--- config.mk ---
export PLATFORM = sky130hd
export DESIGN_NAME = nonpreemptive_sjf_scheduler
export DESIGN_NICKNAME = d
export VERILOG_FILES = /design/src/sv/sjf_pkg.sv /design/src/sv/sjf_cell.sv /design/src/sv/sjf_pick.sv /design/src/sv/nonpreemptive_sjf_scheduler.sv
export SDC_FILE = /design/constraint.sdc
export NUM_CORES = 1
export LEC_CHECK = 0
export ABC_CLOCK_PERIOD_IN_PS = 26000
export BUFFER_PORTS_ARGS = -buffer_cell sky130_fd_sc_hd__clkbuf_2
export CAP_MARGIN = 20
export CORE_MARGIN = 4
export CORE_UTILIZATION = 32
export CTS_CLUSTER_SIZE = 12
export DETAILED_ROUTE_END_ITERATION = 7
export GPL_ROUTABILITY_DRIVEN = 0
export PLACE_DENSITY_LB_ADDON = 0.25
export SLEW_MARGIN = 30
export SYNTH_ARGS = -nofsm -noshare
export SYNTH_HDL_FRONTEND = slang
export SYNTH_SLANG_ARGS = --single-unit
--- constraint.sdc ---
create_clock -name clk -period 26 [get_ports clk]
set_input_delay 2.6 -clock clk [delete_from_list [all_inputs] [get_ports clk]]
set_output_delay 2.6 -clock clk [all_outputs]
set_load 0.03 [all_outputs]
--- src/sv/sjf_pkg.sv ---
// package for the shortest-job-first scheduler
// holds sizes, item structs and the cell / pick structs; depends on nothing
package sjf_pkg;

  localparam int MAX_PROCESSES = 16;
  localparam int IDX_W  = (MAX_PROCESSES > 1) ? $clog2(MAX_PROCESSES) : 1;
  localparam int CNT_W  = $clog2(MAX_PROCESSES + 1);
  localparam int DATA_W = 16;
  localparam int TIME_W = 21;
  localparam int SUM_W  = 25;
  localparam int JOB_W  = 5;

  typedef struct packed {
    logic [DATA_W-1:0] arrival_time;
    logic [DATA_W-1:0] burst_time;
    logic              final_job;
  } job_t;

  typedef struct packed {
    logic              is_idle;
    logic [JOB_W-1:0]  job_number;
    logic [TIME_W-1:0] start_time;
    logic [TIME_W-1:0] end_time;
    logic [TIME_W-1:0] turnaround;
    logic [TIME_W-1:0] waiting;
    logic [SUM_W-1:0]  total_turnaround;
    logic [SUM_W-1:0]  total_waiting;
    logic              last_segment;
  } segment_t;

  // contents of one chain cell
  typedef struct packed {
    logic              valid;
    logic              done;
    logic [IDX_W-1:0]  idx;
    logic [DATA_W-1:0] arrival;
    logic [DATA_W-1:0] burst;
  } cell_t;

  // running result of one scan pass
  typedef struct packed {
    logic              found;
    logic              any;
    logic [IDX_W-1:0]  best_idx;
    logic [DATA_W-1:0] best_arr;
    logic [DATA_W-1:0] best_burst;
    logic [DATA_W-1:0] min_arr;
  } pick_t;

endpackage

--- src/sv/sjf_cell.sv ---
// one cell of the job chain: holds one job and takes its neighbor's on shift
// depends on sjf_pkg
module sjf_cell (
  input  logic           clk,
  input  logic           rst,
  input  logic           shift,
  input  logic           clear,
  input  sjf_pkg::cell_t din,
  output sjf_pkg::cell_t q
);

  always_ff @(posedge clk) begin
    if (rst || clear) begin
      q.valid <= 1'b0;
      q.done  <= 1'b0;
    end else if (shift) begin
      q.valid <= din.valid;
      q.done  <= din.done;
    end
  end

  // payload needs no reset
  always_ff @(posedge clk) begin
    if (shift) begin
      q.idx     <= din.idx;
      q.arrival <= din.arrival;
      q.burst   <= din.burst;
    end
  end

endmodule

--- src/sv/sjf_pick.sv ---
// scan unit: looks at the chain head once a cycle while en is high, keeps the best ready job
// and the earliest pending arrival; depends on sjf_pkg
module sjf_pick (
  input  logic                       clk,
  input  logic                       rst,
  input  logic                       en,
  input  logic                       first,
  input  sjf_pkg::cell_t             head,
  input  logic [sjf_pkg::TIME_W-1:0] cur_time,
  output sjf_pkg::pick_t             result
);

  logic found_c;
  logic any_c;
  logic live;
  logic ready;
  logic take;
  logic grab_min;

  assign found_c = first ? 1'b0 : result.found;
  assign any_c   = first ? 1'b0 : result.any;
  assign live    = head.valid && !head.done;
  assign ready   = live && (sjf_pkg::TIME_W'(head.arrival) <= cur_time);
  // strict compares keep the lower index on a full tie
  assign take    = ready && (!found_c || (head.burst < result.best_burst) ||
                   ((head.burst == result.best_burst) &&
                    (head.arrival < result.best_arr)));
  assign grab_min = live && (!any_c || (head.arrival < result.min_arr));

  always_ff @(posedge clk) begin
    if (rst) begin
      result.found <= 1'b0;
      result.any   <= 1'b0;
    end else if (en) begin
      result.found <= found_c || ready;
      result.any   <= any_c || live;
    end
  end

  always_ff @(posedge clk) begin
    if (en && take) begin
      result.best_idx   <= head.idx;
      result.best_arr   <= head.arrival;
      result.best_burst <= head.burst;
    end
    if (en && grab_min) begin
      result.min_arr <= head.arrival;
    end
  end

endmodule

--- src/sv/nonpreemptive_sjf_scheduler.sv ---
// top level of the non-preemptive shortest-job-first scheduler
// depends on sjf_pkg, sjf_cell and sjf_pick
//
// usage
//   load jobs one item at a time: start high while busy is low accepts the
//   item on job (arrival, burst, final_job). loading accepts one item per cycle
//   and gives no result. items beyond the chain length are dropped.
//   the item with final_job set raises busy and runs the schedule from tick 0.
//   every Gantt segment (job run or merged idle gap) shows on segment for
//   exactly one cycle with valid high; the receiver cannot hold it off.
//   the segment with last_segment set carries the totals, and busy drops in
//   the same cycle, with the job set cleared for the next load.
// decisions
//   each decision is one pass of the job chain through the scan unit (ST_SCAN),
//   then ST_CALC for an idle gap, or ST_CALC, ST_TAT and ST_EMIT for a job
//   run; the chain length sets the pass time.
// reset
//   synchronous rst empties the chain, zeroes the clock and sums, drops busy.
module nonpreemptive_sjf_scheduler (
  input  logic              clk,
  input  logic              rst,
  input  logic              start,
  input  sjf_pkg::job_t     job,
  output logic              busy,
  output logic              valid,
  output sjf_pkg::segment_t segment
);

  localparam int N = sjf_pkg::MAX_PROCESSES;

  localparam logic [2:0] ST_LOAD = 3'd0;
  localparam logic [2:0] ST_SCAN = 3'd1;
  localparam logic [2:0] ST_CALC = 3'd2;
  localparam logic [2:0] ST_TAT  = 3'd3;
  localparam logic [2:0] ST_EMIT = 3'd4;

  logic [2:0] state;

  logic [sjf_pkg::CNT_W-1:0]  job_count;
  logic [sjf_pkg::CNT_W-1:0]  completed;
  logic [sjf_pkg::IDX_W-1:0]  scan_cnt;
  logic [sjf_pkg::TIME_W-1:0] cur_time;
  logic [sjf_pkg::SUM_W-1:0]  sum_turnaround;
  logic [sjf_pkg::SUM_W-1:0]  sum_waiting;
  logic                       mark_pending;
  logic [sjf_pkg::IDX_W-1:0]  mark_idx;

  // per-job arithmetic, registered between steps
  logic [sjf_pkg::TIME_W-1:0] start_r;
  logic [sjf_pkg::TIME_W-1:0] end_r;
  logic [sjf_pkg::TIME_W-1:0] wt_r;
  logic [sjf_pkg::TIME_W-1:0] tat_r;

  logic [sjf_pkg::SUM_W-1:0]  sum_turnaround_next;
  logic [sjf_pkg::SUM_W-1:0]  sum_waiting_next;

  sjf_pkg::cell_t cells [N];
  sjf_pkg::cell_t head_upd;
  sjf_pkg::cell_t new_cell;
  sjf_pkg::cell_t tail_in;
  sjf_pkg::pick_t pick;

  logic accept;
  logic room;
  logic shift;
  logic clear_set;
  logic last_job;
  logic scan_end;

  assign busy     = (state != ST_LOAD);
  assign accept   = start && !busy;
  assign room     = job_count < sjf_pkg::CNT_W'(N);
  assign scan_end = scan_cnt == sjf_pkg::IDX_W'(N - 1);
  assign last_job = sjf_pkg::CNT_W'(completed + 1'b1) == job_count;
  assign clear_set = (state == ST_EMIT) && last_job;

  // the chain shifts toward the head on a load and rotates during a pass;
  // loads push in at the tail, so jobs sit in load order ahead of the tail
  assign shift = (accept && room) || (state == ST_SCAN);

  always_comb begin
    new_cell.valid   = 1'b1;
    new_cell.done    = 1'b0;
    new_cell.idx     = sjf_pkg::IDX_W'(job_count);
    new_cell.arrival = job.arrival_time;
    new_cell.burst   = job.burst_time;
  end

  // the job picked last pass is retired as it goes by the head
  always_comb begin
    head_upd      = cells[0];
    head_upd.done = cells[0].done ||
                    (mark_pending && cells[0].valid && (cells[0].idx == mark_idx));
  end

  assign tail_in = (state == ST_SCAN) ? head_upd : new_cell;

  for (genvar i = 0; i < N; i++) begin : g_chain
    if (i == N - 1) begin : g_tail
      sjf_cell u_cell (
        .clk   (clk),
        .rst   (rst),
        .shift (shift),
        .clear (clear_set),
        .din   (tail_in),
        .q     (cells[i])
      );
    end else begin : g_body
      sjf_cell u_cell (
        .clk   (clk),
        .rst   (rst),
        .shift (shift),
        .clear (clear_set),
        .din   (cells[i+1]),
        .q     (cells[i])
      );
    end
  end

  // scan unit sees the head with the retire mark already applied
  sjf_pick u_pick (
    .clk      (clk),
    .rst      (rst),
    .en       (state == ST_SCAN),
    .first    (scan_cnt == '0),
    .head     (head_upd),
    .cur_time (cur_time),
    .result   (pick)
  );

  assign sum_turnaround_next = sum_turnaround + sjf_pkg::SUM_W'(tat_r);
  assign sum_waiting_next    = sum_waiting + sjf_pkg::SUM_W'(wt_r);

  // control
  always_ff @(posedge clk) begin
    if (rst) begin
      state          <= ST_LOAD;
      job_count      <= '0;
      completed      <= '0;
      scan_cnt       <= '0;
      cur_time       <= '0;
      sum_turnaround <= '0;
      sum_waiting    <= '0;
      mark_pending   <= 1'b0;
      valid          <= 1'b0;
    end else begin
      valid <= 1'b0;
      unique case (state)
        ST_LOAD: begin
          if (accept) begin
            if (room) begin
              job_count <= sjf_pkg::CNT_W'(job_count + 1'b1);
            end
            if (job.final_job) begin
              state        <= ST_SCAN;
              scan_cnt     <= '0;
              completed    <= '0;
              mark_pending <= 1'b0;
            end
          end
        end
        ST_SCAN: begin
          scan_cnt <= sjf_pkg::IDX_W'(scan_cnt + 1'b1);
          if (scan_end) begin
            state <= ST_CALC;
          end
        end
        ST_CALC: begin
          if (pick.found) begin
            state <= ST_TAT;
          end else begin
            // nothing ready: one idle gap up to the earliest pending arrival
            valid    <= 1'b1;
            cur_time <= sjf_pkg::TIME_W'(pick.min_arr);
            scan_cnt <= '0;
            state    <= ST_SCAN;
          end
        end
        ST_TAT: begin
          state <= ST_EMIT;
        end
        ST_EMIT: begin
          valid        <= 1'b1;
          mark_pending <= 1'b1;
          scan_cnt     <= '0;
          if (last_job) begin
            state          <= ST_LOAD;
            job_count      <= '0;
            completed      <= '0;
            cur_time       <= '0;
            sum_turnaround <= '0;
            sum_waiting    <= '0;
          end else begin
            state          <= ST_SCAN;
            completed      <= sjf_pkg::CNT_W'(completed + 1'b1);
            cur_time       <= end_r;
            sum_turnaround <= sum_turnaround_next;
            sum_waiting    <= sum_waiting_next;
          end
        end
        default: begin
          state <= ST_LOAD;
        end
      endcase
    end
  end

  always_ff @(posedge clk) begin
    if (state == ST_SCAN && scan_end) begin
      mark_idx <= mark_idx;
    end
    if (state == ST_EMIT) begin
      mark_idx <= pick.best_idx;
    end
  end

  // job arithmetic: end and waiting from the start tick, then turnaround
  always_ff @(posedge clk) begin
    if (state == ST_CALC) begin
      start_r <= cur_time;
      end_r   <= cur_time + sjf_pkg::TIME_W'(pick.best_burst);
      wt_r    <= cur_time - sjf_pkg::TIME_W'(pick.best_arr);
    end
    if (state == ST_TAT) begin
      tat_r <= end_r - sjf_pkg::TIME_W'(pick.best_arr);
    end
  end

  // result register
  always_ff @(posedge clk) begin
    if (state == ST_CALC && !pick.found) begin
      segment.is_idle          <= 1'b1;
      segment.job_number       <= '0;
      segment.start_time       <= cur_time;
      segment.end_time         <= sjf_pkg::TIME_W'(pick.min_arr);
      segment.turnaround       <= '0;
      segment.waiting          <= '0;
      segment.total_turnaround <= '0;
      segment.total_waiting    <= '0;
      segment.last_segment     <= 1'b0;
    end else if (state == ST_EMIT) begin
      segment.is_idle          <= 1'b0;
      segment.job_number       <= sjf_pkg::JOB_W'(pick.best_idx) + sjf_pkg::JOB_W'(1);
      segment.start_time       <= start_r;
      segment.end_time         <= end_r;
      segment.turnaround       <= tat_r;
      segment.waiting          <= wt_r;
      segment.total_turnaround <= last_job ? sum_turnaround_next : '0;
      segment.total_waiting    <= last_job ? sum_waiting_next : '0;
      segment.last_segment     <= last_job;
    end
  end

  // checks
  a_final_goes_busy: assert property (@(posedge clk) disable iff (rst)
    (start && !busy && job.final_job) |=> busy)
    else $error("final item did not start the schedule");

  a_last_frees: assert property (@(posedge clk) disable iff (rst)
    (valid && segment.last_segment) |-> !busy)
    else $error("busy still high with the last segment");

  a_completed_bound: assert property (@(posedge clk) disable iff (rst)
    busy |-> (completed < job_count))
    else $error("more jobs completed than loaded");

  a_idle_then_scan: assert property (@(posedge clk) disable iff (rst)
    (valid && segment.is_idle) |=> (!valid && state == ST_SCAN))
    else $error("idle gap not followed by a new pass");

endmodule

==> results.toml <==
[sta]
slew-limit-headroom = 0.362
setup_viol = 0
postLayoutSetupSlackWorst_ns = 20.15
tightest_slew_ns = 0.958
fin_crit_ns = 5.85
rsz0062_at_grt = "no"
setup_tns_ns = 0
min_period_over_period = 0.225
max_freq_ghz = 0.171
fin_skew_ns = 0.0435
drv_slew = 0
final-hold-violation-count = 0

[power_and_ir_drop]
intPower_mw = 2.77
p_seq_frac = 0.544
leakage_nw = 16.4
power_frac_clock = 0.401
p_per_area_mw_per_mm2 = 81.3
p_sw_mw = 0.815
comb_power_share = 0.054
switching_share = 0.228
ir_drop_uv = 51.8

[synthesis]
syn_avg_cell_area_um2 = 13.5
yosysSeqAreaShare = 0.714
synth_top_family_by_area = "compound AO/OA/AOI/OAI gates"
ys_warn_count = 0
syn_nets = 3020
syn_inst = 2822
synth_cell_types = 78
synth_xor_area_frac = 0.0223
yosys.area_share.simple = 0.0893
synth-seq-cells = 981
synth-adder-area-share = 0.0543
synthArstFlopShare = 0
synth.mux.area_fraction = 0.000526
ys.flop_type = "edfxtp_1"
synth_edf_count = 753
syn-cell-area_mm2 = 0.0380
synth_compound_area_frac = 0.0993

[min_path]
worstHoldEndpoint = "g_chain[0].g_body.u_cell.q[26]"
hold_depth = 0
hold_class = "reg2reg"
hp-start = "g_chain[1].g_body.u_cell.q[26]"

[worst_setup_path]
cp-start-kind = "input pin"
reg2regPathDepth = 9
worstPathRequired_ns = 26.29
worstReg2RegStart = "state[0]"
crit_chain = "clkbuf_2, nand3_1, nor2_1, nor2_2, buf_4, inv_12, buf_6, buf_12, buf_16"
path_max_fanout = 176
critPathKind = "in2reg"
arrival_ns = 6.14
max_stage_delay_ns = 0.64
end_kind = "flip-flop"
worst-r2r-setup-slack_ns = 21.22
r2r_end = "g_chain[1].g_body.u_cell.q[21]"
cp_slowest_cell = "buf_6"

[global_routing]
overflow = 0
antenna_found_initial = 1
grt_pass1_vias = 21400
grt_start_max_net_pins = 177
grt_usage = 0.135
grt_pass1_wl_um = 130000

[detailed_routing]
avgRoutedWirePerCell_um = 18.5
drc = 0
drt_iter0_drc = 1602
drt_pass1_iterations = 6
ant_nets = 0
viasPerCell = 4.78
routed_wl_um = 86000
vias = 22200

[floorplanning]
core-area_mm2 = 0.118
fp-row-count = 126
start_util = 0.322
pin_count = 179
die_area_mm2 = 0.124
die-width_um = 353
die_h_um = 353

[clock_network]
cts_root_buffer = "clkbuf_16"
cts.clk_slew.worst_paths_ns = 0.06
cts_tree = "done"
clock_sinks = 981
cts-resized-gates = 0
cts_hold_repair.buffers = 0
cts_buffer_depth = 3
numCtsBuffers = 105
h-tree-depth = 3
post_cts_buffers = 0
clkLatencyLatePin_ns = 0.69

[cells_and_area]
layout_common_cells = "753 x edfxtp_1, 460 x nand2_1, 228 x dfxtp_1"
nets = 3228
layout-drive-gt1-share = 0.123
final_common_cell = "edfxtp_1"
area_growth_pct = 15.8
antennaDiodeCount = 0

[outcome]
status = "finished clean"

[flow_run]
maxCapViolCount = 0

[placed_design]
dp_hpwl_um = 57800
io_buffers = 178
place_ws_ns = 19.33
## synth_stat cells (all sizes together), types with 5 or more instances
cell type,count,area share
edfxtp,753,0.59
nand2,461,0.045
dfxtp,228,0.12
a21oi,221,0.029
ha,157,0.052
nor2,135,0.013
o21ai,109,0.014
inv,100,0.0099
clkbuf,86,0.0085
xnor2,64,0.015
nand3,51,0.0068
a21o,48,0.0095
a22o,46,0.011
xor2,33,0.0076
a31oi,32,0.0054
nor3,25,0.0034
o21a,22,0.0043
a211oi,19,0.0037
nor2b,19,0.0031
nand4,17,0.0028
a22oi,15,0.0030
nand2b,13,0.0021
buf,12,0.0015
or3,11,0.0018
o211ai,10,0.0020
and3,9,0.0015
or2,9,0.0015
nand3b,7,0.0014
o31a,7,0.0016
or4,6,0.0012
a21boi,5,0.00099
fa,5,0.0026
nand4b,5,0.0012
o2111ai,5,0.0012
o22ai,5,0.00082
o31ai,5,0.00099
## cell families (layout without fill, tap and decap cells)
logic type                 after synthesis  count (layout)
muxes                                    2               2
adders and majority gates              162             162
buffers and inverters                  199             481
and+or+nand+nor                        786             786
DFF                                    981             981
AOI/OAI and AO/OA                      595             595
xor gates and xnor gates                97              97
## worst max-delay path by stage
stage	start	end	slack, ns
2_1_floorplan	start	g_chain[0].g_body.u_cell.q[0]	5.91
3_3_place_gp	start	g_chain[0].g_body.u_cell.q[17]	19.26
3_5_place_dp	start	g_chain[0].g_body.u_cell.q[17]	19.33
4_1_cts	start	g_chain[1].g_body.u_cell.q[21]	20.01
5_1_grt	start	g_chain[0].g_body.u_cell.q[21]	19.88
6_report	start	g_chain[1].g_body.u_cell.q[21]	20.15
## metal layers
metal,global-route usage,up-vias,part of all wire
li1,-,10800,-
met1,0.191,10800,0.48
met2,0.209,491,0.45
met3,0.0215,140,0.042
met4,0.0498,0,0.032
met5,0,-,0
## power by group through the flow
stage	logic [mW]	registers, mW	clock network (mW)
final	0.195	1.95	1.44
after global routing	0.217	1.97	1.56
after CTS	0.199	1.95	1.49
after detailed placement	0.199	1.98	0
after global placement	0.194	1.98	0
after floorplan	0.104	2.06	0
## per-stage QoR
step	util	area [um^2]	instances	hold slack, ns	power [mW]
CTS	0.373	44100	4640	0.382	3.64
finish	0.373	44100	4640	0.391	3.58
floorplan	-	38000	2822	0.400	2.17
global placement	0.345	40700	4458	0.400	2.17
global route	0.373	44100	4640	0.390	3.74
detailed placement	0.345	40800	4459	0.405	2.18
## critical path: cells and delay by family
family | cells | cell delay [ns]
AND/OR/NAND/NOR | 3 | 0.63
buffers and inverters | 6 | 2.49
## registers in the layout, summed over array words and instances, names as in the netlist, 3 cells and up
signal and count:
completed 5, mark_idx 4, tat_r 21, sum_turnaround 25, state 3, g_chain.g_tail.u_cell.q 38
start_r 21, g_chain.g_body.u_cell.q 570, job_count 5, end_r 21, u_pick.result 54, segment 141
sum_waiting 25, scan_cnt 4, wt_r 21, cur_time 21
## final cells by class
| type | instances | area, um^2 |
|---|---|---|
| fill | 11200 | 74000 |
| sequential | 981 | 27200 |
| multi-input combinational | 1642 | 10200 |
| clock buffer | 136 | 2860 |
| tap | 1536 | 1920 |
| timing repair buffer | 199 | 1080 |
| clock inverter | 45 | 444 |
| inverter | 101 | 397 |
(Power assumes the default switching activity.)
